File: config.mk
export PLATFORM = sky130hd
export DESIGN_NAME = cce_offset
export DESIGN_NICKNAME = d
export VERILOG_FILES = /design/src/sv/cce_pkg.sv /design/src/sv/cce_offset.sv
export SDC_FILE = /design/constraint.sdc
export NUM_CORES = 2
export LEC_CHECK = 0
export BUFFER_PORTS_ARGS = -buffer_cell sky130_fd_sc_hd__buf_4
export CORE_MARGIN = 3
export CORE_UTILIZATION = 35
export CTS_CLUSTER_SIZE = 24
export DETAILED_ROUTE_END_ITERATION = 12
export GPL_ROUTABILITY_DRIVEN = 0
export PLACE_DENSITY = 0.54
export REMOVE_ABC_BUFFERS = 1
export SYNTH_ARGS = -nofsm -noshare
export SYNTH_HDL_FRONTEND = slang
export SYNTH_SLANG_ARGS = --single-unit
File: constraint.sdc
create_clock -name i_clk -period 22.1 [get_ports i_clk]
set_input_delay 2.21 -clock i_clk [delete_from_list [all_inputs] [get_ports i_clk]]
set_output_delay 2.21 -clock i_clk [all_outputs]
set_load 0.01 [all_outputs]
File: src/sv/cce_pkg.sv
// Package for the cluster chain to extents block: register indexes, status codes,
// fixed field widths and the control structs shared between the submodules.
// No dependencies.
package cce_pkg;

    localparam int CFG_DATA_W = 64;
    localparam int CFG_IDX_W  = 2;
    localparam int CSZ_BITS   = 22;
    localparam int FSIZE_BITS = 32;

    localparam logic [CSZ_BITS-1:0] CSZ_RESET = 22'd4096;

    typedef enum logic [CFG_IDX_W-1:0] {
        CFG_DATA_OFFSET  = 2'd0,
        CFG_CLUSTER_SIZE = 2'd1,
        CFG_FILE_SIZE    = 2'd2
    } t_cfg_idx;

    typedef enum logic [1:0] {
        ST_OK    = 2'd0,
        ST_EMPTY = 2'd1,
        ST_OVER  = 2'd2,
        ST_TRIM  = 2'd3
    } t_status;

    // Occupancy of a pipeline slot.
    typedef struct packed {
        logic valid;
        logic last;
    } t_item_ctl;

    // Results offered to the output queue in one cycle, first and second in order.
    typedef struct packed {
        logic first;
        logic second;
    } t_push_ctl;

endpackage

File: src/sv/cce_offset.sv
// Front of the pipeline: input register, cluster times size multiply, and the device
// offset of the cluster and of its end. Depends on cce_pkg.
module cce_offset import cce_pkg::*; #(
    parameter int OFFSET_BITS  = 64,
    parameter int CLUSTER_BITS = 28
) (
    input  logic                    i_clk,
    input  logic                    i_rst_n,
    input  logic                    i_adv,
    input  logic                    i_valid,
    input  logic [CLUSTER_BITS-1:0] i_cluster_number,
    input  logic                    i_chain_end,
    input  logic [CSZ_BITS-1:0]     i_cluster_size,
    input  logic [OFFSET_BITS-1:0]  i_base,
    input  logic [OFFSET_BITS-1:0]  i_base_plus,
    output t_item_ctl               o_ctl,
    output logic [OFFSET_BITS-1:0]  o_offset,
    output logic [OFFSET_BITS-1:0]  o_offset_plus
);

    localparam int PROD_W = CLUSTER_BITS + CSZ_BITS;

    t_item_ctl               r_s1_ctl;
    logic [CLUSTER_BITS-1:0] r_s1_cluster;
    t_item_ctl               r_s2_ctl;
    logic [PROD_W-1:0]       r_s2_prod;
    t_item_ctl               r_s3_ctl;
    logic [OFFSET_BITS-1:0]  r_s3_offset;
    logic [OFFSET_BITS-1:0]  r_s3_offset_plus;

    always_ff @(posedge i_clk) begin
        if (!i_rst_n) begin
            r_s1_ctl <= '0;
            r_s2_ctl <= '0;
            r_s3_ctl <= '0;
        end else if (i_adv) begin
            r_s1_ctl <= '{valid: i_valid, last: i_chain_end};
            r_s2_ctl <= r_s1_ctl;
            r_s3_ctl <= r_s2_ctl;
        end
    end

    // Arithmetic wraps modulo the offset width, so the product is simply resized to it.
    always_ff @(posedge i_clk) begin
        if (i_adv) begin
            r_s1_cluster     <= i_cluster_number;
            r_s2_prod        <= PROD_W'(r_s1_cluster) * PROD_W'(i_cluster_size);
            r_s3_offset      <= i_base + OFFSET_BITS'(r_s2_prod);
            r_s3_offset_plus <= i_base_plus + OFFSET_BITS'(r_s2_prod);
        end
    end

    assign o_ctl         = r_s3_ctl;
    assign o_offset      = r_s3_offset;
    assign o_offset_plus = r_s3_offset_plus;

endmodule

### Word level (Yosys, flattened, before mapping)

Cells that the tools add are included.

| word-level totals | value |
|---|---|
| register bits | 212 |
| output and inout port bits | 130 |
| logic and storage cells | 13 |
| memories | 0 |
| memory bits (read-only) | 0 |
| memory bits (writable) | 0 |
| latch bits | 0 |
| input bits | 183 |

| operators by class | value |
|---|---|
| muxes and demuxes | 0 |
| order comparisons | 0 |
| reduce and logical (&&, ||, !) cells | 0 |
| shift operators | 0 |
| bitwise logic cells | 0 |
| $add $sub $neg | 2 |
| divide/modulo/power cells | 0 |
| eq/ne operators | 0 |
| $mul | 1 |

Operators by type and width:

| cell | count |
|---|---|
| $add 64x50->64 | 2 |
| $mul 28x22->50 | 1 |

### Longest topological paths before layout

| depth | value |
|---|---|
| word-level depth | 1 |
| gate-level depth with buffers | 28 |
| depth with buffers taken out | 26 |

### Worst setup path after synthesis

OpenSTA, ideal clock, no wires.

| path | value |
|---|---|
| path kind | input-to-reg |
| start point | in i_cluster_size[1] |
| end point | reg r_s2_prod[44] (data pin) |
| cell stages on the path | 22 |
| buffers on the path | 2 |
| setup time | 260 ps |
| slack | 13,433 ps |
| data arrival time | 8,407 ps |
| data required time | 21,840 ps |
| cell sequence | clkbuf_1 -> clkbuf_1 -> nand2_1 -> fa_1 -> fa_1 -> fa_1 -> inv_1 -> fa_1 -> ha_1 -> fa_1 -> fa_1 -> ha_1 -> and3_1 -> a221oi_4 -> o31ai_2 -> a21bo_2 -> a2111o_1 -> nand3_1 -> and4bb_2 -> nor2_1 -> a221oi_2 -> xnor2_1 |

| between the ends | value |
|---|---|
| word-level cells in the longest chain between the ends | 1 |

Ends and longest elaborated chain:

| what | line | RTL |
|---|---|---|
| start, declared | cce_offset.sv:13 | `input logic [CSZ_BITS-1:0] i_cluster_size,` |
| $mul 28x22->50 | cce_offset.sv:47 | `r_s2_prod <= PROD_W'(r_s1_cluster) * PROD_W'(i_cluster_size);` |
| end signal, assigned | cce_offset.sv:47 |  |
| end, declared | cce_offset.sv:26 | `logic [PROD_W-1:0] r_s2_prod;` |

Every way passes these cells.
A chain may end at the register's enable or synchronous reset.

### Worst setup path in the final report

| path | value |
|---|---|
| start point | in i_cluster_size[2] |
| end point | reg r_s2_prod[48] (data pin) |

Same word-level chain as after synthesis.

==> flow_metrics.tcl <==
set metrics [dict create \
    min_period_over_period_pct 38.5 \
    cts_tree "built" \
    ant_nets 0 \
    synth_top_family_by_area "adder cells" \
    synth_xor_area_share_pct 4.50 \
    port_buffers 312 \
    numCtsBuffers 29 \
    syn_avg_cell_area_um2 9.66 \
    num_rows 110 \
    cts_max_path_buffers 3 \
    drt-total-wl_um 95900 \
    syn2layout_area_growth_pct 13.6 \
    preCtsSetupSlack_ns 12.94 \
    outcome "complete, no violations" \
    crit_arrival_ns 8.86 \
    root_buffer "clkbuf_16" \
    post-route-min-period_ns 8.51 \
    synth_edf_count 206 \
    die_h_um 309 \
    track_usage_pct 20.1 \
    nFillCells 9078 \
    synth_top_area_share_pct 32.3 \
    crit_family "adder cells" \
    finalWorstSetupSlack_ns 13.59 \
    worstSetupPathType "in -> reg" \
    grt_max_degree 82 \
    die_w_um 309 \
    synthSimpleGateAreaFrac_pct 15.3 \
    fin_nets 4488 \
    final_layout_size_suffix_gt1_share_pct 11.4 \
    muxShareOfSynthArea_pct 0.253 \
    postCtsSetupBuffers 0 \
    max_stage_delay_ns 0.61 \
    required_ns 22.45 \
    viasPerCell 5.05 \
    cts_resized 0 \
    maxCapViolations 0 \
    cp_max_fo 28 \
    clk_pin_slew_ns 0.05 \
    slew_viol_final 0 \
    antenna_found_initial 4 \
    wire_per_inst_um 20.3 \
    initial_utilization_pct 35.5 \
    worstMarginPinSlew_ns 1.26 \
    synthAdderAreaFrac_pct 42.7 \
    critPathLaunchType "input pin" \
    synth_compound_area_share_pct 9.79 \
    rsz0062_at_grt "no" \
    async_flop_share_pct 0 \
    fin_setup_tns_ns 0 \
    synth_ff_type "edfxtp_1" \
    drtIter0Drc 1359 \
    critPathBufInv 2 \
    firstDrtPassIters 5 \
    io-pin-count 313 \
    clk_latency_ns 0.61 \
    worst_clock_skew_ns 0.0280 \
    post-dp-hpwl_um 74200 \
    mappedNetlistArea_um2 32100 \
    fmax_ghz 0.117 \
    crit_top_cell "fa_1" \
    yosys_warnings 0 \
    grt.overflow.total 0 \
    grt_pass1_wl_um 149000 \
    critPathSlowestCell "o31ai_2" \
    crit_path_end_kind "flip-flop" \
    drc 0 \
    crit_chain "buf_4, nand2_1, fa_1, fa_1, fa_1, inv_1, fa_1, ha_1, fa_1, fa_1, ha_1, and3_1, nand3_1, o31ai_2, a21bo_2, a2111o_1, nand3_1, and4bb_2, nor2_1, a21boi_0, xnor2_1" \
    core_area_um2 90600 \
    vias 23837 \
    die-area_um2 95500 \
    cts_hold_buf 0 \
    hold_violations 0 \
    synth_area_leaders "fa_1 (32%), edfxtp_1 (19%), ha_1 (10%)" \
    ys_seq_area_share_pct 19.6 \
    setup_viol 0 \
    synth_cells 3326 \
    htreeDepth 1 \
    yosys.cell_types.count 74 \
    synth-seq-cells 212 \
    yosys.area.top_type "fa_1" \
    hold_class "reg -> reg" \
    cts_sinks 212 \
    first_global_vias 25129 \
    slew_headroom_pct 16.3 \
]
cell families (layout without fill, tap and decap cells):
group	count (synthesis)	in the layout
adder cells (fa/ha/maj)	784	784
AND/OR/NAND/NOR	1006	1006
AO/OA/AOI/OAI	477	477
multiplexers	8	8
buffers and inverters	674	892
XOR/XNOR	165	165
other	0	3
flip-flops	212	212
state kept, by name, indices dropped and copies added (netlist names):
| signal | count |
|---|---|
| o_ctl | 2 |
| o_offset | 64 |
| o_offset_plus | 64 |
| r_s1_cluster | 28 |
| r_s1_ctl | 2 |
| r_s2_ctl | 2 |
| r_s2_prod | 50 |
worst paths after layout:
path / from / to / slack, ns / cells after the start
worst max register to register: r_s1_cluster[11]$_DFFE_PP_ / r_s2_prod[48]$_DFFE_PP_ / 14.33 / 20
worst min register to register: o_ctl[0]$_SDFFE_PN0P_ / o_ctl[0]$_SDFFE_PN0P_ / 0.52 / 2
worst max-delay path: i_cluster_size[2] / r_s2_prod[48]$_DFFE_PP_ / 13.59 / 21
worst min-delay path: o_ctl[0]$_SDFFE_PN0P_ / o_ctl[0]$_SDFFE_PN0P_ / 0.52 / 2
per-stage QoR:
stage	hold slack, ns	utilization [%]	cells	instance area [µm²]
floorplan	0.482	-	3163	31500
global placement	0.502	39.1	4666	35400
detailed placement	0.510	39.1	4666	35400
CTS	0.526	40.3	4720	36500
global route	0.556	40.3	4723	36500
finish	0.517	40.3	4723	36500
Yosys cell counts (all sizes together), types with 3 or more instances:
cell,instances
o21a,19
nand3,46
edfxtp,206
nand4,36
o21ba,4
a221o,7
inv,511
or3,3
nor2b,26
and3,31
o311a,3
dfxtp,6
a21boi,5
o21bai,21
a31oi,22
nand2b,10
a21o,89
o21ai,76
a41oi,4
a221oi,6
ha,265
nor2,77
xor2,57
a21oi,161
o2111ai,3
xnor2,108
buf,7
and2,284
nor3,17
mux2i,7
a211oi,15
o211ai,8
nand2,456
clkbuf,156
or2,3
o31ai,7
nor4,6
fa,519
o211a,3
and4,3
routing by layer:
metal  vias to the layer above  part of all wire (%)  track usage [%]
met5                         -                     0                0
met4                         0                   2.0             4.27
met3                        98                   4.8             2.30
met2                       621                    48             34.3
met1                     12024                    45             27.6
li1                      11094                     -                -
area by class of cell:
class	instances	area (µm²)	share of cell area, %
flip-flops and latches	212	6310	17.3
clock inverters	13	139	0.381
inverters	511	1920	5.26
multi-input cells	2440	23300	63.8
diodes	3	7.51	0.0206
clock buffers	41	895	2.45
repair buffers	327	2460	6.75
well taps	1176	1470	4.03
placed cells by master (no fill, tap or decap), types with 36 or more instances in the layout:
master and n:
ha_1 265, inv_1 511, o21ai_0 72, xor2_1 57, fa_1 519, edfxtp_1 206
and2_1 282, xnor2_1 108, nand4_1 36, nand3_1 46, nor2_1 77, nand2_1 456
a21o_1 88, buf_4 326, a21oi_1 161
worst register-to-register path, delay by kind of cell (launching register included):
kind                     cells  cell delay (ns)
AO/OA/AOI/OAI                4             1.28
XOR/XNOR                     1             0.15
adder cells (fa/ha/maj)      8             3.63
buffers and inverters        1             0.06
flip-flops                   1             1.13
AND/OR/NAND/NOR              6             1.31
Power is not shown: default switching activity piles up to over one toggle a cycle in this logic, so the estimate is an artifact.
