$ cat src/sv/cce_pkg.sv
// Package for the cluster chain to extents block: register indexes, status codes,
// fixed field widths and the control structs shared between the submodules.
// No dependencies.
package cce_pkg;

    localparam int CFG_DATA_W = 64;
    localparam int CFG_IDX_W  = 2;
    localparam int CSZ_BITS   = 22;
    localparam int FSIZE_BITS = 32;

    localparam logic [CSZ_BITS-1:0] CSZ_RESET = 22'd4096;

    typedef enum logic [CFG_IDX_W-1:0] {
        CFG_DATA_OFFSET  = 2'd0,
        CFG_CLUSTER_SIZE = 2'd1,
        CFG_FILE_SIZE    = 2'd2
    } t_cfg_idx;

    typedef enum logic [1:0] {
        ST_OK    = 2'd0,
        ST_EMPTY = 2'd1,
        ST_OVER  = 2'd2,
        ST_TRIM  = 2'd3
    } t_status;

    // Occupancy of a pipeline slot.
    typedef struct packed {
        logic valid;
        logic last;
    } t_item_ctl;

    // Results offered to the output queue in one cycle, first and second in order.
    typedef struct packed {
        logic first;
        logic second;
    } t_push_ctl;

endpackage

$ cat src/sv/cce_runs.sv
// Run tracking: extends or closes the open run, keeps the allocation total, and
// builds the closed and final extents with tail trimming. Depends on cce_pkg.
module cce_runs import cce_pkg::*; #(
    parameter int OFFSET_BITS = 64
) (
    input  logic                       i_clk,
    input  logic                       i_rst_n,
    input  logic                       i_adv,
    input  t_item_ctl                  i_ctl,
    input  logic [OFFSET_BITS-1:0]     i_offset,
    input  logic [OFFSET_BITS-1:0]     i_offset_plus,
    input  logic [CSZ_BITS-1:0]        i_cluster_size,
    input  logic [FSIZE_BITS-1:0]      i_file_size,
    output t_push_ctl                  o_push,
    output logic [2*OFFSET_BITS+2:0]   o_entry0,
    output logic [2*OFFSET_BITS+2:0]   o_entry1
);

    localparam int OB = OFFSET_BITS;

    // Open run and allocation total.
    logic          r_run_valid;
    logic [OB-1:0] r_start;
    logic [OB-1:0] r_len;
    logic [OB-1:0] r_end;
    logic [OB-1:0] r_alloc;

    logic          n_run_valid;
    logic [OB-1:0] n_start;
    logic [OB-1:0] n_len;
    logic [OB-1:0] n_end;
    logic [OB-1:0] n_alloc;

    logic          fs_nz;
    logic          match;
    logic          closed_v;
    logic          len_c;
    logic          alloc_c;
    logic [OB-1:0] len_sum;
    logic [OB-1:0] alloc_sum;
    logic [OB-1:0] csz_w;
    logic [OB-1:0] fs_w;

    // Stage after the update: closed run and raw final run.
    logic          r_s4_closed;
    logic          r_s4_fin;
    logic [OB-1:0] r_s4_cstart;
    logic [OB-1:0] r_s4_clen;
    logic          r_s4_empty;
    logic [OB-1:0] r_s4_start;
    logic [OB-1:0] r_s4_len;
    logic [OB-1:0] r_s4_alloc;

    // Stage with the slack worked out.
    logic          r_s5_closed;
    logic          r_s5_fin;
    logic [OB-1:0] r_s5_cstart;
    logic [OB-1:0] r_s5_clen;
    logic          r_s5_empty;
    logic          r_s5_over;
    logic [OB-1:0] r_s5_start;
    logic [OB-1:0] r_s5_len;
    logic [OB-1:0] r_s5_slack;

    logic [OB-1:0] fin_start;
    logic [OB-1:0] fin_bytes;
    t_status       fin_status;
    logic [2*OB+2:0] closed_entry;
    logic [2*OB+2:0] fin_entry;

    assign csz_w = OB'(i_cluster_size);
    assign fs_w  = OB'(i_file_size);
    assign fs_nz = (i_file_size != '0);
    assign match = r_run_valid && (i_offset == r_end);

    assign {len_c, len_sum}     = {1'b0, r_len} + {1'b0, csz_w};
    assign {alloc_c, alloc_sum} = {1'b0, r_alloc} + {1'b0, csz_w};

    always_comb begin
        n_run_valid = r_run_valid;
        n_start     = r_start;
        n_len       = r_len;
        n_end       = r_end;
        n_alloc     = r_alloc;
        closed_v    = 1'b0;
        if (fs_nz) begin
            if (match) begin
                // A saturated length puts the end one below the start, modulo the width.
                n_len = len_c ? '1 : len_sum;
                n_end = len_c ? (r_start - OB'(1)) : i_offset_plus;
            end else begin
                closed_v    = r_run_valid;
                n_start     = i_offset;
                n_len       = csz_w;
                n_end       = i_offset_plus;
                n_run_valid = 1'b1;
            end
            n_alloc = alloc_c ? '1 : alloc_sum;
        end
    end

    always_ff @(posedge i_clk) begin
        if (!i_rst_n) begin
            r_run_valid <= 1'b0;
            r_start     <= '0;
            r_len       <= '0;
            r_end       <= '0;
            r_alloc     <= '0;
        end else if (i_adv && i_ctl.valid) begin
            if (i_ctl.last) begin
                r_run_valid <= 1'b0;
                r_start     <= '0;
                r_len       <= '0;
                r_end       <= '0;
                r_alloc     <= '0;
            end else begin
                r_run_valid <= n_run_valid;
                r_start     <= n_start;
                r_len       <= n_len;
                r_end       <= n_end;
                r_alloc     <= n_alloc;
            end
        end
    end

    always_ff @(posedge i_clk) begin
        if (!i_rst_n) begin
            r_s4_closed <= 1'b0;
            r_s4_fin    <= 1'b0;
            r_s5_closed <= 1'b0;
            r_s5_fin    <= 1'b0;
        end else if (i_adv) begin
            r_s4_closed <= i_ctl.valid && closed_v;
            r_s4_fin    <= i_ctl.valid && i_ctl.last;
            r_s5_closed <= r_s4_closed;
            r_s5_fin    <= r_s4_fin;
        end
    end

    always_ff @(posedge i_clk) begin
        if (i_adv) begin
            r_s4_cstart <= r_start;
            r_s4_clen   <= r_len;
            r_s4_empty  <= !fs_nz;
            r_s4_start  <= n_start;
            r_s4_len    <= n_len;
            r_s4_alloc  <= n_alloc;

            r_s5_cstart <= r_s4_cstart;
            r_s5_clen   <= r_s4_clen;
            r_s5_empty  <= r_s4_empty;
            r_s5_over   <= fs_w > r_s4_alloc;
            r_s5_start  <= r_s4_start;
            r_s5_len    <= r_s4_len;
            r_s5_slack  <= r_s4_alloc - fs_w;
        end
    end

    always_comb begin
        fin_start  = r_s5_start;
        fin_bytes  = r_s5_len;
        fin_status = ST_OK;
        if (r_s5_empty) begin
            fin_start  = '0;
            fin_bytes  = '0;
            fin_status = ST_EMPTY;
        end else if (r_s5_over) begin
            fin_status = ST_OVER;
        end else if (r_s5_slack > r_s5_len) begin
            fin_bytes  = '0;
            fin_status = ST_TRIM;
        end else begin
            fin_bytes = r_s5_len - r_s5_slack;
        end
    end

    assign closed_entry = {r_s5_cstart, r_s5_clen, 1'b0, ST_OK};
    assign fin_entry    = {fin_start, fin_bytes, 1'b1, fin_status};

    assign o_push.first  = r_s5_closed || r_s5_fin;
    assign o_push.second = r_s5_closed && r_s5_fin;
    assign o_entry0      = r_s5_closed ? closed_entry : fin_entry;
    assign o_entry1      = fin_entry;

endmodule

$ cat config.mk
export PLATFORM = sky130hd
export DESIGN_NAME = cce_runs
export DESIGN_NICKNAME = d
export VERILOG_FILES = /design/src/sv/cce_pkg.sv /design/src/sv/cce_runs.sv
export SDC_FILE = /design/constraint.sdc
export NUM_CORES = 2
export LEC_CHECK = 0
export BUFFER_PORTS_ARGS = -buffer_cell sky130_fd_sc_hd__clkbuf_2
export CAP_MARGIN = 20
export CORE_MARGIN = 8
export CORE_UTILIZATION = 45
export CTS_CLUSTER_DIAMETER = 120
export DETAILED_ROUTE_END_ITERATION = 8
export PLACE_DENSITY_LB_ADDON = 0.08
export SYNTH_ARGS = -nofsm -noshare
export SYNTH_HDL_FRONTEND = slang
export SYNTH_SLANG_ARGS = --single-unit
$ cat constraint.sdc
create_clock -name i_clk -period 3.71 [get_ports i_clk]
set_input_delay 0.371 -clock i_clk [delete_from_list [all_inputs] [get_ports i_clk]]
set_output_delay 0.371 -clock i_clk [all_outputs]
set_load 0.03 [all_outputs]
After elaboration in Yosys (flattened, before gate mapping). Index checks and enable logic that the tools add are counted.

Input bits: 187. Output and inout port bits: 264. Register bits after elaboration: 904.

Muxes and demuxes: 27. Eq/ne operators: 2. Reduce and logical (&&, ||, !) cells: 11. Magnitude comparators: 2. $add $sub $neg: 5.

Operator list (number): $mux 64 (18); $mux 131 (1); $add 64x22->65 (2); $eq 64x64->1 (1); $gt 32x64->1 (1); $gt 64x64->1 (1); $sub 64x1->64 const B (1); $sub 64x32->64 (1); $sub 64x64->64 (1); $reduce_bool 32->1 (1); $mux 2 (3); $logic_and 1x1->1 (5); $mux 1 (5); $reduce_and 3->1 (1); $ne 2x2->1 const B (1); $reduce_and 2->1 (1); $reduce_bool 2->1 (1); $logic_not 1->1 (1); $logic_or 1x1->1 (1).

Logic depth before layout (Yosys ltp).
Depth after elaboration: 5. Gate-level depth with buffers: 14.

Worst setup path after synthesis. OpenSTA, ideal clock, no wires.

Path kind: reg2out. Start point: register r_s5_len[0]. End point: output o_entry0[21]. Slack: -0.444 ns. Cell stages (with the launch flop): 15. Path buffers: 2. Arrival: 3.783 ns. Cell sequence: edfxtp_1 -> inv_1 -> ha_1 -> fa_1 -> nand2b_1 -> a21oi_1 -> o21ba_2 -> o22ai_1 -> o21ai_1 -> a31oi_1 -> nor2_1 -> clkbuf_1 -> clkbuf_1 -> nand2_1 -> a311oi_1.

Cells in the longest elaborated chain, start to end: 5. Elaborated cells between the ends (all ways): 6.

RTL lines: start: declaration (line cce_runs.sv:62) `logic [OB-1:0] r_s5_len;`; start signal: assignment (line cce_runs.sv:154) `r_s5_len <= r_s4_len;`; $sub 64x64->64 or $gt 64x64->1 (tied branches) (line cce_runs.sv:173, cce_runs.sv:169); $mux 64 (*) (line cce_runs.sv:169) `end else if (r_s5_slack > r_s5_len) begin`; $mux 64 (*) (line cce_runs.sv:167) `end else if (r_s5_over) begin`; $mux 64 (*) (line cce_runs.sv:163) `if (r_s5_empty) begin`; $mux 131 (*) (line cce_runs.sv:182) `assign o_entry0 = r_s5_closed ? closed_entry : fin_entry;`; end: declaration (line cce_runs.sv:15) `output logic [2*OFFSET_BITS+2:0] o_entry0,`.

Mark *: on every way between the ends. The rest lies on a longest branch, timed or not.

Worst setup path after layout.
Start point: register r_s5_slack[0]. End point: output o_entry1[66].

Cells in the longest elaborated chain, start to end: 4. Elaborated cells between the ends (all ways): 5.

RTL lines: start: declaration (line cce_runs.sv:63) `logic [OB-1:0] r_s5_slack;`; start signal: assignment (line cce_runs.sv:155) `r_s5_slack <= r_s4_alloc - fs_w;`; $sub 64x64->64 or $gt 64x64->1 (tied branches) (line cce_runs.sv:173, cce_runs.sv:169); $mux 64 (*) (line cce_runs.sv:169); $mux 64 (*) (line cce_runs.sv:167); $mux 64 (*) (line cce_runs.sv:163); end: declaration (line cce_runs.sv:16) `output logic [2*OFFSET_BITS+2:0] o_entry1`.

Marks and branches as above.

==> reports/metrics.cfg <==
[floorplan]
core_area_um2=105000
die_width_um=342
die_h_um=342
ios=451
initial_core_util_pct=45.3
rows=119
die_area_um2=117000

[routing]
wirelength_mm=186
initialDrtViolationCount=4747
drtPass1Iterations=6
drtAntennaViolNets=0
drc=0
viasPerCell=5.83
routedWlPerCell_um=25.2
vias=43000

[job]
maxCapViolations=0

[yosys]
ys_seq_area_share_pct=51.4
synth_seq_cells=904
synth.most_common_cell=edfxtp_1
synth_edf_count=643
syn_area_um2=47700
syn_avg_cell_area_um2=10.0
async_flop_share_pct=0
yosys_warnings=0
synthDistinctLibCells=86
synth_commonest_cells=edfxtp_1 (643), nand2_1 (622), nor2_1 (353)
synth.area.top_cells=edfxtp_1 (40%), dfxtp_1 (11%), nand2_1 (4.9%)
postSynthNetCount=5105
synth_top_area_share_pct=40.5
synth_area_leader_cell=edfxtp_1
synth_cells=4772
synth_flop_cell=edfxtp_1

[sta]
fin_crit_ns=4.33
slew_violations=0
worstMarginPinSlew_ns=1.18
fin_ws_ns=-0.619
rsz0062_at_grt=true
finalHoldViolCount=0
min_period_over_period_pct=117
slew-limit-headroom_pct=21.3
finalClockSkew_ns=0.0455
setup_violations=132
clock.fmax_ghz=0.231

[setup_path]
start_kind=flip-flop
crit_required_ns=3.34
cp-end-kind=output port
crit_arrival_ns=3.96
crit_type=reg2out
crit_path_max_fanout=5

[layout]
final_area_um2=65200
layoutNonFillerInstCount=7383
nets=6237
areaGrowthSynthToFinish_pct=36.7
drive_above_1_share_pct=31.2

[power]
pwr-share-clk_pct=35.0
switchingPower_mw=8.50
switching_share_pct=29.8
sequentialPowerShare_pct=41.1
p_comb_share_pct=24.0
power_leakage_nw=26.8
irDropWorstVdd_mv=0.399
p_per_area_nw_per_um2=438
power.internal_mw=20.1

[placement]
place_congestion=0.982
dpl_cell_area_um2=56100
placedCellCount=6988
dp_slack_ns=-0.571
dp_hpwl_mm=138
io_buffers=449

[clock_tree]
clkTransAtPathRegs_ns=0.06
cts-buffers-inserted=98
cts-root-buf=clkbuf_16
tritoncts=done
cts.sinks=904
clk_latency_ns=0.69
htree_levels=3
clk_path_buf_depth=3

[grt]
grt_pass1_wl_mm=267
grt_max_degree=166
grt_overflow_total=0
gr-usage-all-layers_pct=30.1
grt_pass1_vias=40700
antenna_found_initial=14

[status]
violations=setup timing
status=finished, violations left

[hold_path]
hold_path_class=in2reg

-- worst max-delay path: stages, from the launching register on --
cell      delay (ns)
edfxtp_1        0.43
ha_4            0.19
fa_2            0.35
nand2b_4        0.17
a21oi_4         0.18
o21ba_4         0.19
o22ai_4         0.11
o21ai_4         0.23
a31oi_4         0.12
buf_12          0.15
buf_6           0.12
buf_8           0.13
or4_1           0.41
o211ai_1        0.26
clkbuf_8        0.23
-- layout by cell type, fill, tap and decap left out, types with 60 or more instances in the layout --
| cell | netlist | layout |
|---|---|---|
| o21ai_0 | 218 | 157 |
| nand3_1 | 113 | 98 |
| clkbuf_16 | 0 | 100 |
| edfxtp_1 | 643 | 643 |
| xor2_1 | 150 | 140 |
| nor2b_1 | 86 | 81 |
| nor2_1 | 353 | 336 |
| inv_1 | 151 | 127 |
| mux2_2 | 93 | 82 |
| a21o_1 | 71 | 69 |
| ha_1 | 142 | 103 |
| a21oi_1 | 312 | 237 |
| nand2_1 | 622 | 594 |
| o21ai_1 | 65 | 86 |
| nor3_1 | 124 | 106 |
| buf_6 | 4 | 76 |
| nand4_1 | 61 | 61 |
| xnor2_1 | 148 | 136 |
| buf_4 | 3 | 670 |
| a22oi_1 | 80 | 75 |
| dfxtp_1 | 261 | 260 |
| clkbuf_2 | 1 | 316 |
| nor4_1 | 77 | 75 |
| dlygate4sd3_1 | 0 | 107 |
| a22o_1 | 60 | 60 |
-- sequential cells by signal (all words and copies together) (netlist names), 64 cells and up --
| name | cells |
|---|---|
| r_alloc | 64 |
| r_end | 64 |
| r_len | 64 |
| r_s4_alloc | 64 |
| r_s4_clen | 64 |
| r_s4_cstart | 64 |
| r_s4_len | 64 |
| r_s4_start | 64 |
| r_s5_clen | 64 |
| r_s5_cstart | 64 |
| r_s5_len | 64 |
| r_s5_slack | 64 |
| r_s5_start | 64 |
| r_start | 64 |
-- kinds of logic (layout without fill, tap and decap cells) --
group                    count (synthesis)  after routing  share of synthesized area, %
multiplexers                           115            115                          2.67
other                                    1              4                       0.00786
adder cells (fa/ha/maj)                146            146                          3.89
buffers and inverters                  426           1642                          3.48
XOR/XNOR                               298            298                          5.47
AO/OA/AOI/OAI                         1207           1208                          16.5
flip-flops                             904            904                          51.4
AND/OR/NAND/NOR                       1675           1675                          16.6
-- through the flow --
step	hold slack (ns)	total power, mW	TNS [ns]	utilization (%)
2_1_floorplan	0.400	14.6	-0.0787	-
3_3_place_gp	0.400	17.1	-28.10	53.3
3_5_place_dp	0.405	17.1	-29.34	53.3
4_1_cts	0.00293	28.0	-48.61	60.2
5_1_grt	0.0349	29.5	-67.17	62.0
6_report	0.0412	28.6	-55.84	62.0
-- final cells by class --
cell class                 count  area [um2]
sequential                   904       24500
inverter                     151         569
antenna                        3        7.51
clock buffer                 128        2630
multi-input combinational   3443       24400
timing repair buffer        1306       10700
clock inverter                57         666
tap                         1391        1740
fill                        8706       40000
-- power groups by stage --
stage	clock (mW)	combinational [mW]	sequential [mW]
2_1_floorplan	0	2.86	11.7
3_3_place_gp	0	5.25	11.9
3_5_place_dp	0	5.24	11.9
4_1_cts	10.2	6.15	11.7
5_1_grt	10.5	7.23	11.8
6_report	9.98	6.85	11.7
-- path summary, 6_finish.rpt --
| path | end | from | cells after the start | slack, ns |
|---|---|---|---|---|
| setup reg to reg | r_s4_len[55] | r_len[12] | 13 | 0.08 |
| setup / recovery | o_entry1[66] | r_s5_slack[0] | 14 | -0.62 |
| hold / removal | r_end[45] | i_offset_plus[45] | 4 | 0.04 |
| hold reg to reg | r_s5_clen[14] | r_s4_clen[14] | 0 | 0.41 |
-- repair_timing --
item | 4_1_cts | 5_1_grt
buffers inserted | 46 | 65
pin swaps | 144 | 129
resized for setup | 556 | 389
cloned | 3 | 1
endpoints found under the setup margin | 134 | 170
hold buffers | 107 | 0
hold endpoints to repair | 147 | 0
-- layer usage --
metal / up-vias / share of wire [%] / wire length [um] / GRT usage (%)
li1: 19900 / - / - / -
met1: 20900 / 45 / 84100 / 44.4
met5: - / 0.025 / 47 / 0
met3: 342 / 7.8 / 14500 / 4.88
met4: 6 / 3.8 / 7000 / 10.5
met2: 1933 / 43 / 80600 / 44.6
No activity file was read; power rests on OpenSTA's default activity.
