`config.mk`:
```
export PLATFORM = sky130hd
export DESIGN_NAME = cce_outq
export DESIGN_NICKNAME = d
export VERILOG_FILES = /design/src/sv/cce_pkg.sv /design/src/sv/cce_outq.sv
export SDC_FILE = /design/constraint.sdc
export NUM_CORES = 1
export LEC_CHECK = 0
export BUFFER_PORTS_ARGS = -buffer_cell sky130_fd_sc_hd__buf_4
export CAP_MARGIN = 20
export CORE_MARGIN = 1.5
export CORE_UTILIZATION = 50
export DETAILED_ROUTE_END_ITERATION = 7
export PLACE_DENSITY = 0.74
export SKIP_CTS_REPAIR_TIMING = 1
export SYNTH_ARGS = -nofsm -noshare
export SYNTH_HDL_FRONTEND = slang
export SYNTH_SLANG_ARGS = --single-unit
```
`constraint.sdc`:
```
create_clock -name i_clk -period 28.8 [get_ports i_clk]
set_input_delay 2.88 -clock i_clk [delete_from_list [all_inputs] [get_ports i_clk]]
set_output_delay 2.88 -clock i_clk [all_outputs]
set_load 0.05 [all_outputs]
```
`src/sv/cce_pkg.sv`:
```
// Package for the cluster chain to extents block: register indexes, status codes,
// fixed field widths and the control structs shared between the submodules.
// No dependencies.
package cce_pkg;

    localparam int CFG_DATA_W = 64;
    localparam int CFG_IDX_W  = 2;
    localparam int CSZ_BITS   = 22;
    localparam int FSIZE_BITS = 32;

    localparam logic [CSZ_BITS-1:0] CSZ_RESET = 22'd4096;

    typedef enum logic [CFG_IDX_W-1:0] {
        CFG_DATA_OFFSET  = 2'd0,
        CFG_CLUSTER_SIZE = 2'd1,
        CFG_FILE_SIZE    = 2'd2
    } t_cfg_idx;

    typedef enum logic [1:0] {
        ST_OK    = 2'd0,
        ST_EMPTY = 2'd1,
        ST_OVER  = 2'd2,
        ST_TRIM  = 2'd3
    } t_status;

    // Occupancy of a pipeline slot.
    typedef struct packed {
        logic valid;
        logic last;
    } t_item_ctl;

    // Results offered to the output queue in one cycle, first and second in order.
    typedef struct packed {
        logic first;
        logic second;
    } t_push_ctl;

endpackage

```
`src/sv/cce_outq.sv`:
```
// Output queue of four extents that takes up to two per cycle and gives one, and
// holds the pipeline while it cannot take two more. Depends on cce_pkg.
module cce_outq import cce_pkg::*; #(
    parameter int WIDTH = 131
) (
    input  logic             i_clk,
    input  logic             i_rst_n,
    input  t_push_ctl        i_push,
    input  logic [WIDTH-1:0] i_entry0,
    input  logic [WIDTH-1:0] i_entry1,
    output logic             o_adv,
    output logic             o_valid,
    output logic [WIDTH-1:0] o_entry,
    input  logic             i_ready
);

    localparam int DEPTH = 4;
    localparam int AW    = $clog2(DEPTH);
    localparam int CW    = $clog2(DEPTH + 1);

    logic [WIDTH-1:0] r_mem [DEPTH];
    logic [AW-1:0]    r_wr;
    logic [AW-1:0]    r_rd;
    logic [CW-1:0]    r_count;

    logic push0;
    logic push1;
    logic pop;

    assign o_adv   = (r_count <= CW'(DEPTH - 2));
    assign push0   = o_adv && i_push.first;
    assign push1   = o_adv && i_push.second;
    assign o_valid = (r_count != '0);
    assign pop     = o_valid && i_ready;
    assign o_entry = r_mem[r_rd];

    always_ff @(posedge i_clk) begin
        if (push0) begin
            r_mem[r_wr] <= i_entry0;
        end
        if (push1) begin
            r_mem[r_wr + AW'(1)] <= i_entry1;
        end
    end

    always_ff @(posedge i_clk) begin
        if (!i_rst_n) begin
            r_wr    <= '0;
            r_rd    <= '0;
            r_count <= '0;
        end else begin
            r_wr    <= r_wr + AW'(push0) + AW'(push1);
            r_rd    <= r_rd + AW'(pop);
            r_count <= r_count + CW'(push0) + CW'(push1) - CW'(pop);
        end
    end

endmodule

```
== After elaboration in Yosys (flattened, before gate mapping) ==
Memory sizes are Yosys's and may differ from the RTL's. A register that Yosys moved wholly into a read port is not among the register bits.
Cells that the tools add are included.
Cells by class
  reduce and logical (&&, ||, !) cells: 4
  $lt $le $gt $ge: 1
  muxes and demuxes: 5
  $add $sub $neg: 7
Operator list (count)
  2-bit by 1-bit adder with 2-bit output: 3
  3-bit by 1-bit adder with 3-bit output: 2
  1-bit two-way mux: 4
  3-bit by 2-bit less-or-equal comparator with 1-bit output, second input constant: 1
  1-bit logical AND: 3
  3-bit nonzero test: 1
  3-bit by 1-bit subtractor with 3-bit output: 1
  2-bit by 1-bit adder with 2-bit output, second input constant: 1
  2-bit two-way mux: 1
Storage, ports and cells
  bits in writable memories: 524
  input bits: 267
  logic and storage cells: 21
  flip-flop bits (word level): 7
  memories kept: 1
  output and inout port bits: 133
Memories
  r_mem: words 4, bits a word 131, rd ports 1, clocked after memory_dff 1, write ports 2, line cce_outq.sv:21  | logic [WIDTH-1:0] r_mem [DEPTH];

== Depth between registers and ports, before layout ==
Gate-level depths: netlist of the first run.
  depth after elaboration: 5
  gate-level depth with buffers: 10
  gate-level depth less buffers: 9

== Worst setup path after synthesis of the first run ==
OpenSTA, ideal clock, no wires.
  path type: input to register
  from: in i_push[1] in the netlist's numbering
  to: mem r_mem[0][0] (enable)
  data required time: 27.986 ns
  data arrival time: 12.647 ns
  buffers on the path: 0
  stages on the path: 2
  path slack: 15.339 ns
  setup time: 0.814 ns
  cell sequence: o21ai_1 > o31ai_1
RTL lines
  from (decl): line cce_outq.sv:8  | input t_push_ctl i_push,
  to (decl): line cce_outq.sv:21

==> flow_summary.json, run 1 <==
{
  "maxSlewViolCount": 0,
  "arrival_ns": 3.09,
  "cts_sinks": 531,
  "path_depth": 4,
  "hp-class": "reg2reg",
  "crit_path_max_fanout": 45,
  "leakage_nw": 10.88,
  "grt_pass1_wl_mm": 93.64,
  "synthesis.nets": 1585,
  "syn_area_per_cell_sq_um": 19.41,
  "dieArea_sq_mm": 0.05231,
  "synth-edff-count": 524,
  "dp_hpwl_mm": 36.89,
  "synth_area_leaders": "edfxtp_1 (62%), mux2_2 (23%), mux4_2 (12%)",
  "antenna_found_initial": 10,
  "die_x_microns": 228.7,
  "cp_cell_sequence": "buf_16, buf_4, mux4_2, buf_4",
  "path_class": "reg2out",
  "finalClockSkew_ns": 0.01746,
  "htree_levels": 2,
  "rr_worst_depth": 6,
  "period_share_pct": 20.72,
  "yosys.area.top_type": "edfxtp_1",
  "maxCapViolations": 0,
  "clock_latency_ns": 0.61,
  "drive_gt1_share_pct": 66.70,
  "netlist_area_sq_mm": 0.02547,
  "io_pins": 400,
  "cts_tree": "yes",
  "start_util_pct": 50.77,
  "hold_viol_final": 0,
  "peakVddDrop_uv": 82.94,
  "start_kind": "flip-flop",
  "cts_inserted_buffers": 57,
  "synth_cell_types": 21,
  "gr-total-overflow": 0,
  "wl_per_cell_microns": 25.53,
  "fmax_mhz": 167.6,
  "coreArea_sq_mm": 0.05017,
  "rr_startpoint": "r_count[1]",
  "cts_root_buffer": "clkbuf_16",
  "crit_end": "o_entry[85]",
  "routed_wl_mm": 61.92,
  "synth_top_cell_area_share_pct": 61.77,
  "synth_top_flop_cell": "edfxtp_1",
  "ys_ff_latch": 531,
  "finalPower_w": 0.003186,
  "cp_num_buf_inv": 3,
  "setup_viol_count_final": 0,
  "drc": 0,
  "grt_pass1_vias": 15000,
  "fin_setup_tns_ns": 0,
  "maxSlewHeadroom_pct": 29.61,
  "routed_via_density": 5.838,
  "synthArstFlopShare_pct": 0,
  "rsz0062_at_grt": "false",
  "gp_congestion": 0.7867,
  "die_h_microns": 228.7,
  "finalCriticalPeriod_ns": 5.968,
  "outcome": "finished clean",
  "syn_inst": 1312,
  "ys_seq_area_share_pct": 62.32,
  "whs_path_depth": 3,
  "num_rows": 82,
  "cts_buffer_depth": 3,
  "firstDrtPassIters": 7,
  "portBuffers": 399,
  "timing.rr.end": "r_mem[1][2]",
  "tightest_slew_ns": 1.056,
  "cp_slowest_cell": "buf_4",
  "r2r_slack_ns": 25.22,
  "crit_family": "buffers and inverters",
  "area_delta_synth_final_pct": 21.76,
  "drtIter0Drc": 1055,
  "post-route-util_pct": 61.82,
  "slowest_delay_ns": 0.78,
  "vias": 14160,
  "postRouteAntennaNets": 0,
  "synth_commonest_cells": "edfxtp_1 (524), mux2_2 (524), mux4_2 (131)",
  "fill_cells": 3588,
  "yosys_warnings": 0,
  "crit_required_ns": 25.92,
  "nNetsFinal": 1976,
  "clk_pin_slew_ns": 0.06,
  "startpoint": "r_rd[0]",
  "cp_common_cell": "buf_4",
  "cp-end-kind": "output port",
  "track_usage_pct": 23.69,
  "grt_start_max_net_pins": 132,
  "powerDensity_mw_per_mm2": 102.7
}
==> how the worst min path moves through the flow <==
stage / slack, ns / end / from
2_1_floorplan: 0.56 / r_rd[0] / r_rd[0]
6_report: 0.71 / r_count[0] / r_count[0]
4_1_cts: 0.72 / r_count[0] / r_count[0]
3_3_place_gp: 0.69 / r_count[0] / r_count[0]
3_5_place_dp: 0.71 / r_count[0] / r_count[0]
5_1_grt: 0.77 / r_count[0] / r_count[0]
==> report_power, final <==
part / total [W] / internal [W] / switching, W
Combinational: 0.00128 / 0.000471 / 0.000814
Clock: 0.000704 / 0.000406 / 0.000298
Sequential: 0.00120 / 0.00114 / 0.0000605
Total: 0.00319 / 0.00201 / 0.00117
==> worst reg2reg max path, cell delays in order (launching register included) <==
cell and delay [ns]:
dfxtp_1 0.31, inv_1 0.12, ha_1 0.49, o21ai_1 0.45
o31ai_4 0.33, buf_4 0.60, buf_4 0.80
==> cells by family after synthesis <==
| kind of cell | share of synthesized area, % |
|---|---|
| DFF | 62.32 |
| AOI/OAI and AO/OA | 0.3929 |
| muxes | 34.75 |
| and+or+nand+nor | 0.3144 |
| adders and majority gates | 0.3832 |
| xor gates and xnor gates | 0.1032 |
| buffers and inverters | 1.734 |
==> sequential cells by signal, indices dropped and copies added, names as in the netlist <==
name / count
r_mem: 524
r_wr: 2
r_rd: 2
r_count: 3
==> routing by layer <==
layer / wire length, microns / global-route usage (%) / share of wire, %
met5: 80 / 0 / 0.13
met4: 1173 / 6.002 / 1.9
met3: 5319 / 6.437 / 8.6
met2: 29570 / 37.14 / 48
met1: 25780 / 32.99 / 42
==> cells in the final DEF, fill, tap and decap left out <==
| master | count |
|---|---|
| and2_1 | 6 |
| buf_12 | 3 |
| buf_16 | 1 |
| buf_4 | 417 |
| bufinv_16 | 4 |
| clkbuf_1 | 9 |
| clkbuf_16 | 59 |
| clkinv_1 | 17 |
| clkinv_2 | 12 |
| clkinvlp_4 | 2 |
| dfxtp_1 | 5 |
| dfxtp_4 | 2 |
| diode_2 | 5 |
| edfxtp_1 | 524 |
| fa_1 | 3 |
| ha_1 | 3 |
| inv_1 | 7 |
| inv_6 | 1 |
| mux2_2 | 524 |
| mux4_2 | 131 |
| nand3_1 | 1 |
| nor2b_1 | 2 |
| nor3b_4 | 1 |
| o2111ai_4 | 4 |
| o21ai_0 | 1 |
| o21ai_1 | 1 |
| o31ai_4 | 4 |
| or2_2 | 1 |
| xnor2_1 | 2 |
| xor2_1 | 1 |
==> through the flow <==
step / area [sq um] / std cells / hold WS, ns / worst slack [ns]
6_report: 31010 / 2425 / 0.7064 / 22.83
5_1_grt: 31010 / 2423 / 0.7742 / 22.59
4_1_cts: 30970 / 2419 / 0.7183 / 22.33
3_5_place_dp: 29200 / 2315 / 0.7094 / 23.00
3_3_place_gp: 29200 / 2315 / 0.6855 / 22.99
2_1_floorplan: 25470 / 1312 / 0.5553 / 15.34
==> area by class of cell <==
cell class	count	area, sq um	share of cell area, %
inverter	7	26.28	0.08472
multi-input combinational	685	9255	29.84
clock buffer	68	1510	4.869
tap	672	840.8	2.711
timing repair buffer	421	3218	10.38
clock inverter	36	267.8	0.8634
antenna	5	12.51	0.04034
sequential	531	15880	51.21
No activity file was read; power rests on OpenSTA's default activity.
==> run 2: changes to the inputs <==
--- a/config.mk
+++ b/config.mk
@@ -10,7 +10,7 @@
 export CORE_MARGIN = 1.5
 export CORE_UTILIZATION = 50
 export DETAILED_ROUTE_END_ITERATION = 7
-export PLACE_DENSITY = 0.74
+export PLACE_DENSITY = 0.77
 export SKIP_CTS_REPAIR_TIMING = 1
 export SYNTH_ARGS = -nofsm -noshare
 export SYNTH_HDL_FRONTEND = slang
==> constraint.sdc (replaced) <==
create_clock -name i_clk -period 5.2 [get_ports i_clk]
set_input_delay 0.52 -clock i_clk [delete_from_list [all_inputs] [get_ports i_clk]]
set_output_delay 0.52 -clock i_clk [all_outputs]
set_load 0.05 [all_outputs]
==> flow_summary.json, run 2 (synthesis gave the netlist of run 1 again) <==
{
  "period_share_pct": 63.75,
  "pwr-share-comb_pct": 41.0,
  "rsz0062_at_grt": "false",
  "drive_gt1_share_pct": 66.48,
  "drc": 0,
  "timing.hold.ws_ns": 0.1771,
  "cts_root_buffer": "clkbuf_16",
  "maxCapViolations": 0,
  "maxSlewHeadroom_pct": 29.76,
  "portBuffers": 399,
  "largest_reg_flops": 524,
  "die_h_microns": 228.7,
  "cp-end-kind": "output port",
  "finalPower_w": 0.01742,
  "multi_input_area_sq_mm": 0.009255,
  "die_x_microns": 228.7,
  "seq_area_sq_mm": 0.01588,
  "gp_congestion": 0.7715,
  "htree_levels": 2,
  "cts_inserted_buffers": 55,
  "layout.cells.most_common_list": "mux2_2 (524), edfxtp_1 (524), buf_4 (409)",
  "postRouteAntennaNets": 0,
  "finalClockSkew_ns": 0.01696,
  "firstDrtPassIters": 4,
  "hold_viol_final": 0,
  "grt_pass1_vias": 15320,
  "placed_area_sq_mm": 0.02928,
  "fill_cells": 3604,
  "start_util_pct": 50.77,
  "wl_per_cell_microns": 25.15,
  "num_rows": 82,
  "outcome": "finished clean",
  "vias": 13960,
  "pwr-share-clk_pct": 20.9,
  "tightest_slew_ns": 1.047,
  "area_delta_synth_final_pct": 21.35,
  "grt_start_max_net_pins": 132,
  "routed_wl_mm": 60.75,
  "setup_viol_count_final": 0,
  "internal_power_w": 0.01096,
  "coreArea_sq_mm": 0.05017,
  "fin_setup_tns_ns": 0,
  "crit_path_max_fanout": 39,
  "crit_required_ns": 4.68,
  "fmax_mhz": 301.7,
  "leakage_nw": 10.81,
  "nNetsFinal": 1972,
  "dp_slack_ns": 1.939,
  "path_class": "reg2out",
  "clk_pin_slew_ns": 0.06,
  "fin_area_sq_mm": 0.03091,
  "io_pins": 400,
  "swShare_pct": 37.06,
  "powerDensity_mw_per_mm2": 563.4,
  "grt_pass1_wl_mm": 91.68,
  "clock_latency_ns": 0.60,
  "maxSlewViolCount": 0,
  "finalWorstSetupSlack_ns": 1.885,
  "top_register": "r_mem",
  "track_usage_pct": 23.09,
  "dieArea_sq_mm": 0.05231,
  "cts_buffer_depth": 3,
  "antenna_found_initial": 5,
  "largestRegisters": "r_mem (524), r_count (3)",
  "gr-total-overflow": 0,
  "cts_sinks": 531,
  "routed_via_density": 5.779,
  "hp-class": "in2reg",
  "power.net_switching_w": 0.006454,
  "peakVddDrop_uv": 381.1,
  "dp_hpwl_mm": 35.15,
  "drtIter0Drc": 862,
  "seqPwrFrac_pct": 38.1,
  "start_kind": "flip-flop",
  "cts_tree": "yes",
  "finalCriticalPeriod_ns": 3.315,
  "arrival_ns": 2.80
}
==> run 2: power by group through the flow <==
stage               logic (W)  registers, W  clock network (W)
CTS                   0.00723       0.00665            0.00373
global placement      0.00716       0.00666                  0
finish                0.00715       0.00663            0.00364
global route          0.00748       0.00673            0.00387
floorplan             0.00507       0.00679                  0
detailed placement    0.00720       0.00673                  0
==> run 2: per-layer routing <==
metal  share of wire (%)  track usage [%]  vias to the layer above
li1                    -                -                     6201
met1                  40            29.84                     7192
met2                  49            38.14                      468
met3                 8.8            7.161                       87
met4                 1.9            5.712                        8
met5               0.094                0                        -
==> run 2: final cells by class <==
cell class / instances / area share, %
Antenna cell: 1 / 0.008096
Clock buffer: 66 / 4.586
Clock inverter: 34 / 0.6962
Inverter: 7 / 0.08500
Multi-Input combinational cell: 685 / 29.94
Sequential cell: 531 / 51.38
Tap cell: 672 / 2.720
Timing Repair Buffer: 419 / 10.58
==> run 2: per-stage QoR <==
| step | std cells | utilization [%] |
|---|---|---|
| 3_3_place_gp | 2314 | 58.35 |
| 4_1_cts | 2414 | 61.61 |
| 6_report | 2415 | 61.61 |
| 5_1_grt | 2414 | 61.61 |
| 3_5_place_dp | 2314 | 58.35 |
| 2_1_floorplan | 1312 | - |
==> run 2: path summary, 6_finish.rpt <==
| check | from | to | slack [ns] | cells past startpoint |
|---|---|---|---|---|
| setup / recovery | r_rd[0] | o_entry[23] | 1.88 | 3 |
| setup reg to reg | r_count[1] | r_count[1] | 1.97 | 8 |
| hold / removal | i_rst_n | r_wr[1] | 0.18 | 2 |
| hold reg to reg | r_count[0] | r_count[0] | 0.73 | 3 |
==> run 2: critical path: stages, from the launching register on <==
cell and delay, ns:
dfxtp_4 0.57, buf_4 0.71, mux4_2 0.65, buf_4 0.22
==> run 3: changes to the inputs <==
--- a/config.mk
+++ b/config.mk
@@ -10,7 +10,7 @@
 export CORE_MARGIN = 1.5
 export CORE_UTILIZATION = 50
 export DETAILED_ROUTE_END_ITERATION = 7
-export PLACE_DENSITY = 0.77
+export PLACE_DENSITY = 0.74
 export SKIP_CTS_REPAIR_TIMING = 1
 export SYNTH_ARGS = -nofsm -noshare
 export SYNTH_HDL_FRONTEND = slang
==> constraint.sdc (replaced) <==
create_clock -name i_clk -period 3.1 [get_ports i_clk]
set_input_delay 0.31 -clock i_clk [delete_from_list [all_inputs] [get_ports i_clk]]
set_output_delay 0.31 -clock i_clk [all_outputs]
set_load 0.05 [all_outputs]
==> flow_summary.json, run 3 (synthesis gave the netlist of run 1 again) <==
{
  "outcome": "finished clean",
  "die_h_microns": 228.7,
  "powerDensity_mw_per_mm2": 949.0,
  "routed_via_density": 5.699,
  "met1Wirelength_mm": 25.51,
  "area_delta_synth_final_pct": 22.55,
  "maxCapViolations": 0,
  "portBuffers": 399,
  "layout.cells.most_common_list": "mux2_2 (524), edfxtp_1 (524), buf_4 (410)",
  "cts_tree": "yes",
  "setup_viol_count_final": 0,
  "slowest_delay_ns": 0.70,
  "tightest_slew_ns": 0.9470,
  "crit_required_ns": 2.79,
  "cts_sinks": 531,
  "top_layer": "met5",
  "finalNonFillerCells": 2428,
  "placed_area_sq_mm": 0.02950,
  "peakVddDrop_uv": 654.4,
  "top_register": "r_mem",
  "startpoint": "r_rd[0]",
  "vias": 13840,
  "cts_inserted_buffers": 56,
  "die_x_microns": 228.7,
  "hp-class": "in2reg",
  "largestRegisters": "r_mem (524), r_count (3)",
  "dp_slack_ns": 0.5432,
  "wl_per_cell_microns": 25.09,
  "postRouteAntennaNets": 0,
  "dr_wl_met3_mm": 4.818,
  "cts_root_buffer": "clkbuf_16",
  "maxSlewHeadroom_pct": 36.86,
  "drtIter0Drc": 925,
  "hold_viol_final": 0,
  "rsz0062_at_grt": "false",
  "maxSlewViolCount": 0,
  "coreArea_sq_mm": 0.05017,
  "r2r_slack_ns": 0.57,
  "rr_worst_depth": 8,
  "cp_cell_sequence": "buf_4, mux4_2, buf_4",
  "grt_pass1_vias": 15050,
  "track_usage_pct": 23.33,
  "crit_end": "o_entry[110]",
  "routed_wl_mm": 60.92,
  "grt_start_max_net_pins": 81,
  "clock_latency_ns": 0.60,
  "grt_pass1_wl_mm": 92.45,
  "num_rows": 82,
  "arrival_ns": 2.48,
  "diodes": 0,
  "drive_gt1_share_pct": 66.69,
  "gp_congestion": 0.7644,
  "largest_reg_flops": 524,
  "firstDrtPassIters": 5,
  "path_class": "reg2out",
  "wl_met2_mm": 29.55,
  "io_pins": 400,
  "cp-end-kind": "output port",
  "fmax_mhz": 358.5,
  "finalWorstSetupSlack_ns": 0.3110,
  "dp.cells": 2325,
  "dp_hpwl_mm": 35.66,
  "drc": 0,
  "finalCriticalPeriod_ns": 2.789,
  "fin_setup_tns_ns": 0,
  "timing.rr.end": "r_count[1]",
  "gr-total-overflow": 0,
  "start_kind": "flip-flop",
  "cp_common_cell": "buf_4",
  "leakage_nw": 10.95,
  "clk_pin_slew_ns": 0.06,
  "rr_startpoint": "r_count[1]",
  "nNetsFinal": 1985,
  "period_share_pct": 89.97,
  "cts_buffer_depth": 3,
  "fin_area_sq_mm": 0.03122,
  "start_util_pct": 50.77,
  "finalClockSkew_ns": 0.01904,
  "crit_path_max_fanout": 22,
  "dieArea_sq_mm": 0.05231,
  "post-route-util_pct": 62.22,
  "antenna_found_initial": 6,
  "cp_slowest_cell": "dfxtp_4",
  "htree_levels": 2
}
==> run 3: cell types whose count changed in the layout (fill, tap and decap cells not counted), sizes merged <==
cell         change
diode            -1
clkbuf          +15
clkinv          -11
buf             +11
clkinvlp         -2
dlygate4sd3      +1
==> run 3: how the worst min path moves through the flow <==
stage	from	end	slack, ns	cells past startpoint
final	i_entry1[37]	r_mem[2][37]	0.03	2
after global routing	i_entry0[106]	r_mem[1][106]	0.006	2
after CTS	i_rst_n	r_wr[1]	-0.06	2
after detailed placement	i_rst_n	r_rd[0]	0.58	2
after global placement	i_rst_n	r_wr[1]	0.58	2
after floorplan	i_rst_n	r_count[1]	0.43	1
==> run 3: metal layers <==
layer  GRT usage (%)  vias up
met5               0        -
met1           31.23     7109
met3           6.549       86
met2           38.07      401
li1                -     6228
met4           5.298       12
==> run 3: report_power, final <==
group	switching (W)	total, W	internal, W	leakage [nW]
Clock	0.00271	0.00634	0.00363	0.836
Combinational	0.00765	0.0122	0.00455	5.21
Sequential	0.000536	0.0111	0.0105	4.90
Total	0.0109	0.0296	0.0187	11.0
==> run 3: final cells by class <==
type	instances	area, sq um
clock buffer	81	1556
clock inverter	21	153.9
fill	3607	18950
inverter	7	26.28
multi-input combinational	685	9266
sequential	531	15880
tap	672	840.8
timing repair buffer	431	3488
==> run 3: stage by stage <==
stage	power, W	hold slack [ns]
final	0.02962	0.03024
after global routing	0.03075	0.006388
after CTS	0.02993	-0.06346
after detailed placement	0.02355	0.5843
after global placement	0.02338	0.5750
after floorplan	0.01974	0.4317
==> run 3: critical path: cells and delay by family (launching register included) <==
family / cells / cell delay (ns)
muxes: 1 / 0.57
DFF: 1 / 0.70
buffers and inverters: 2 / 0.60
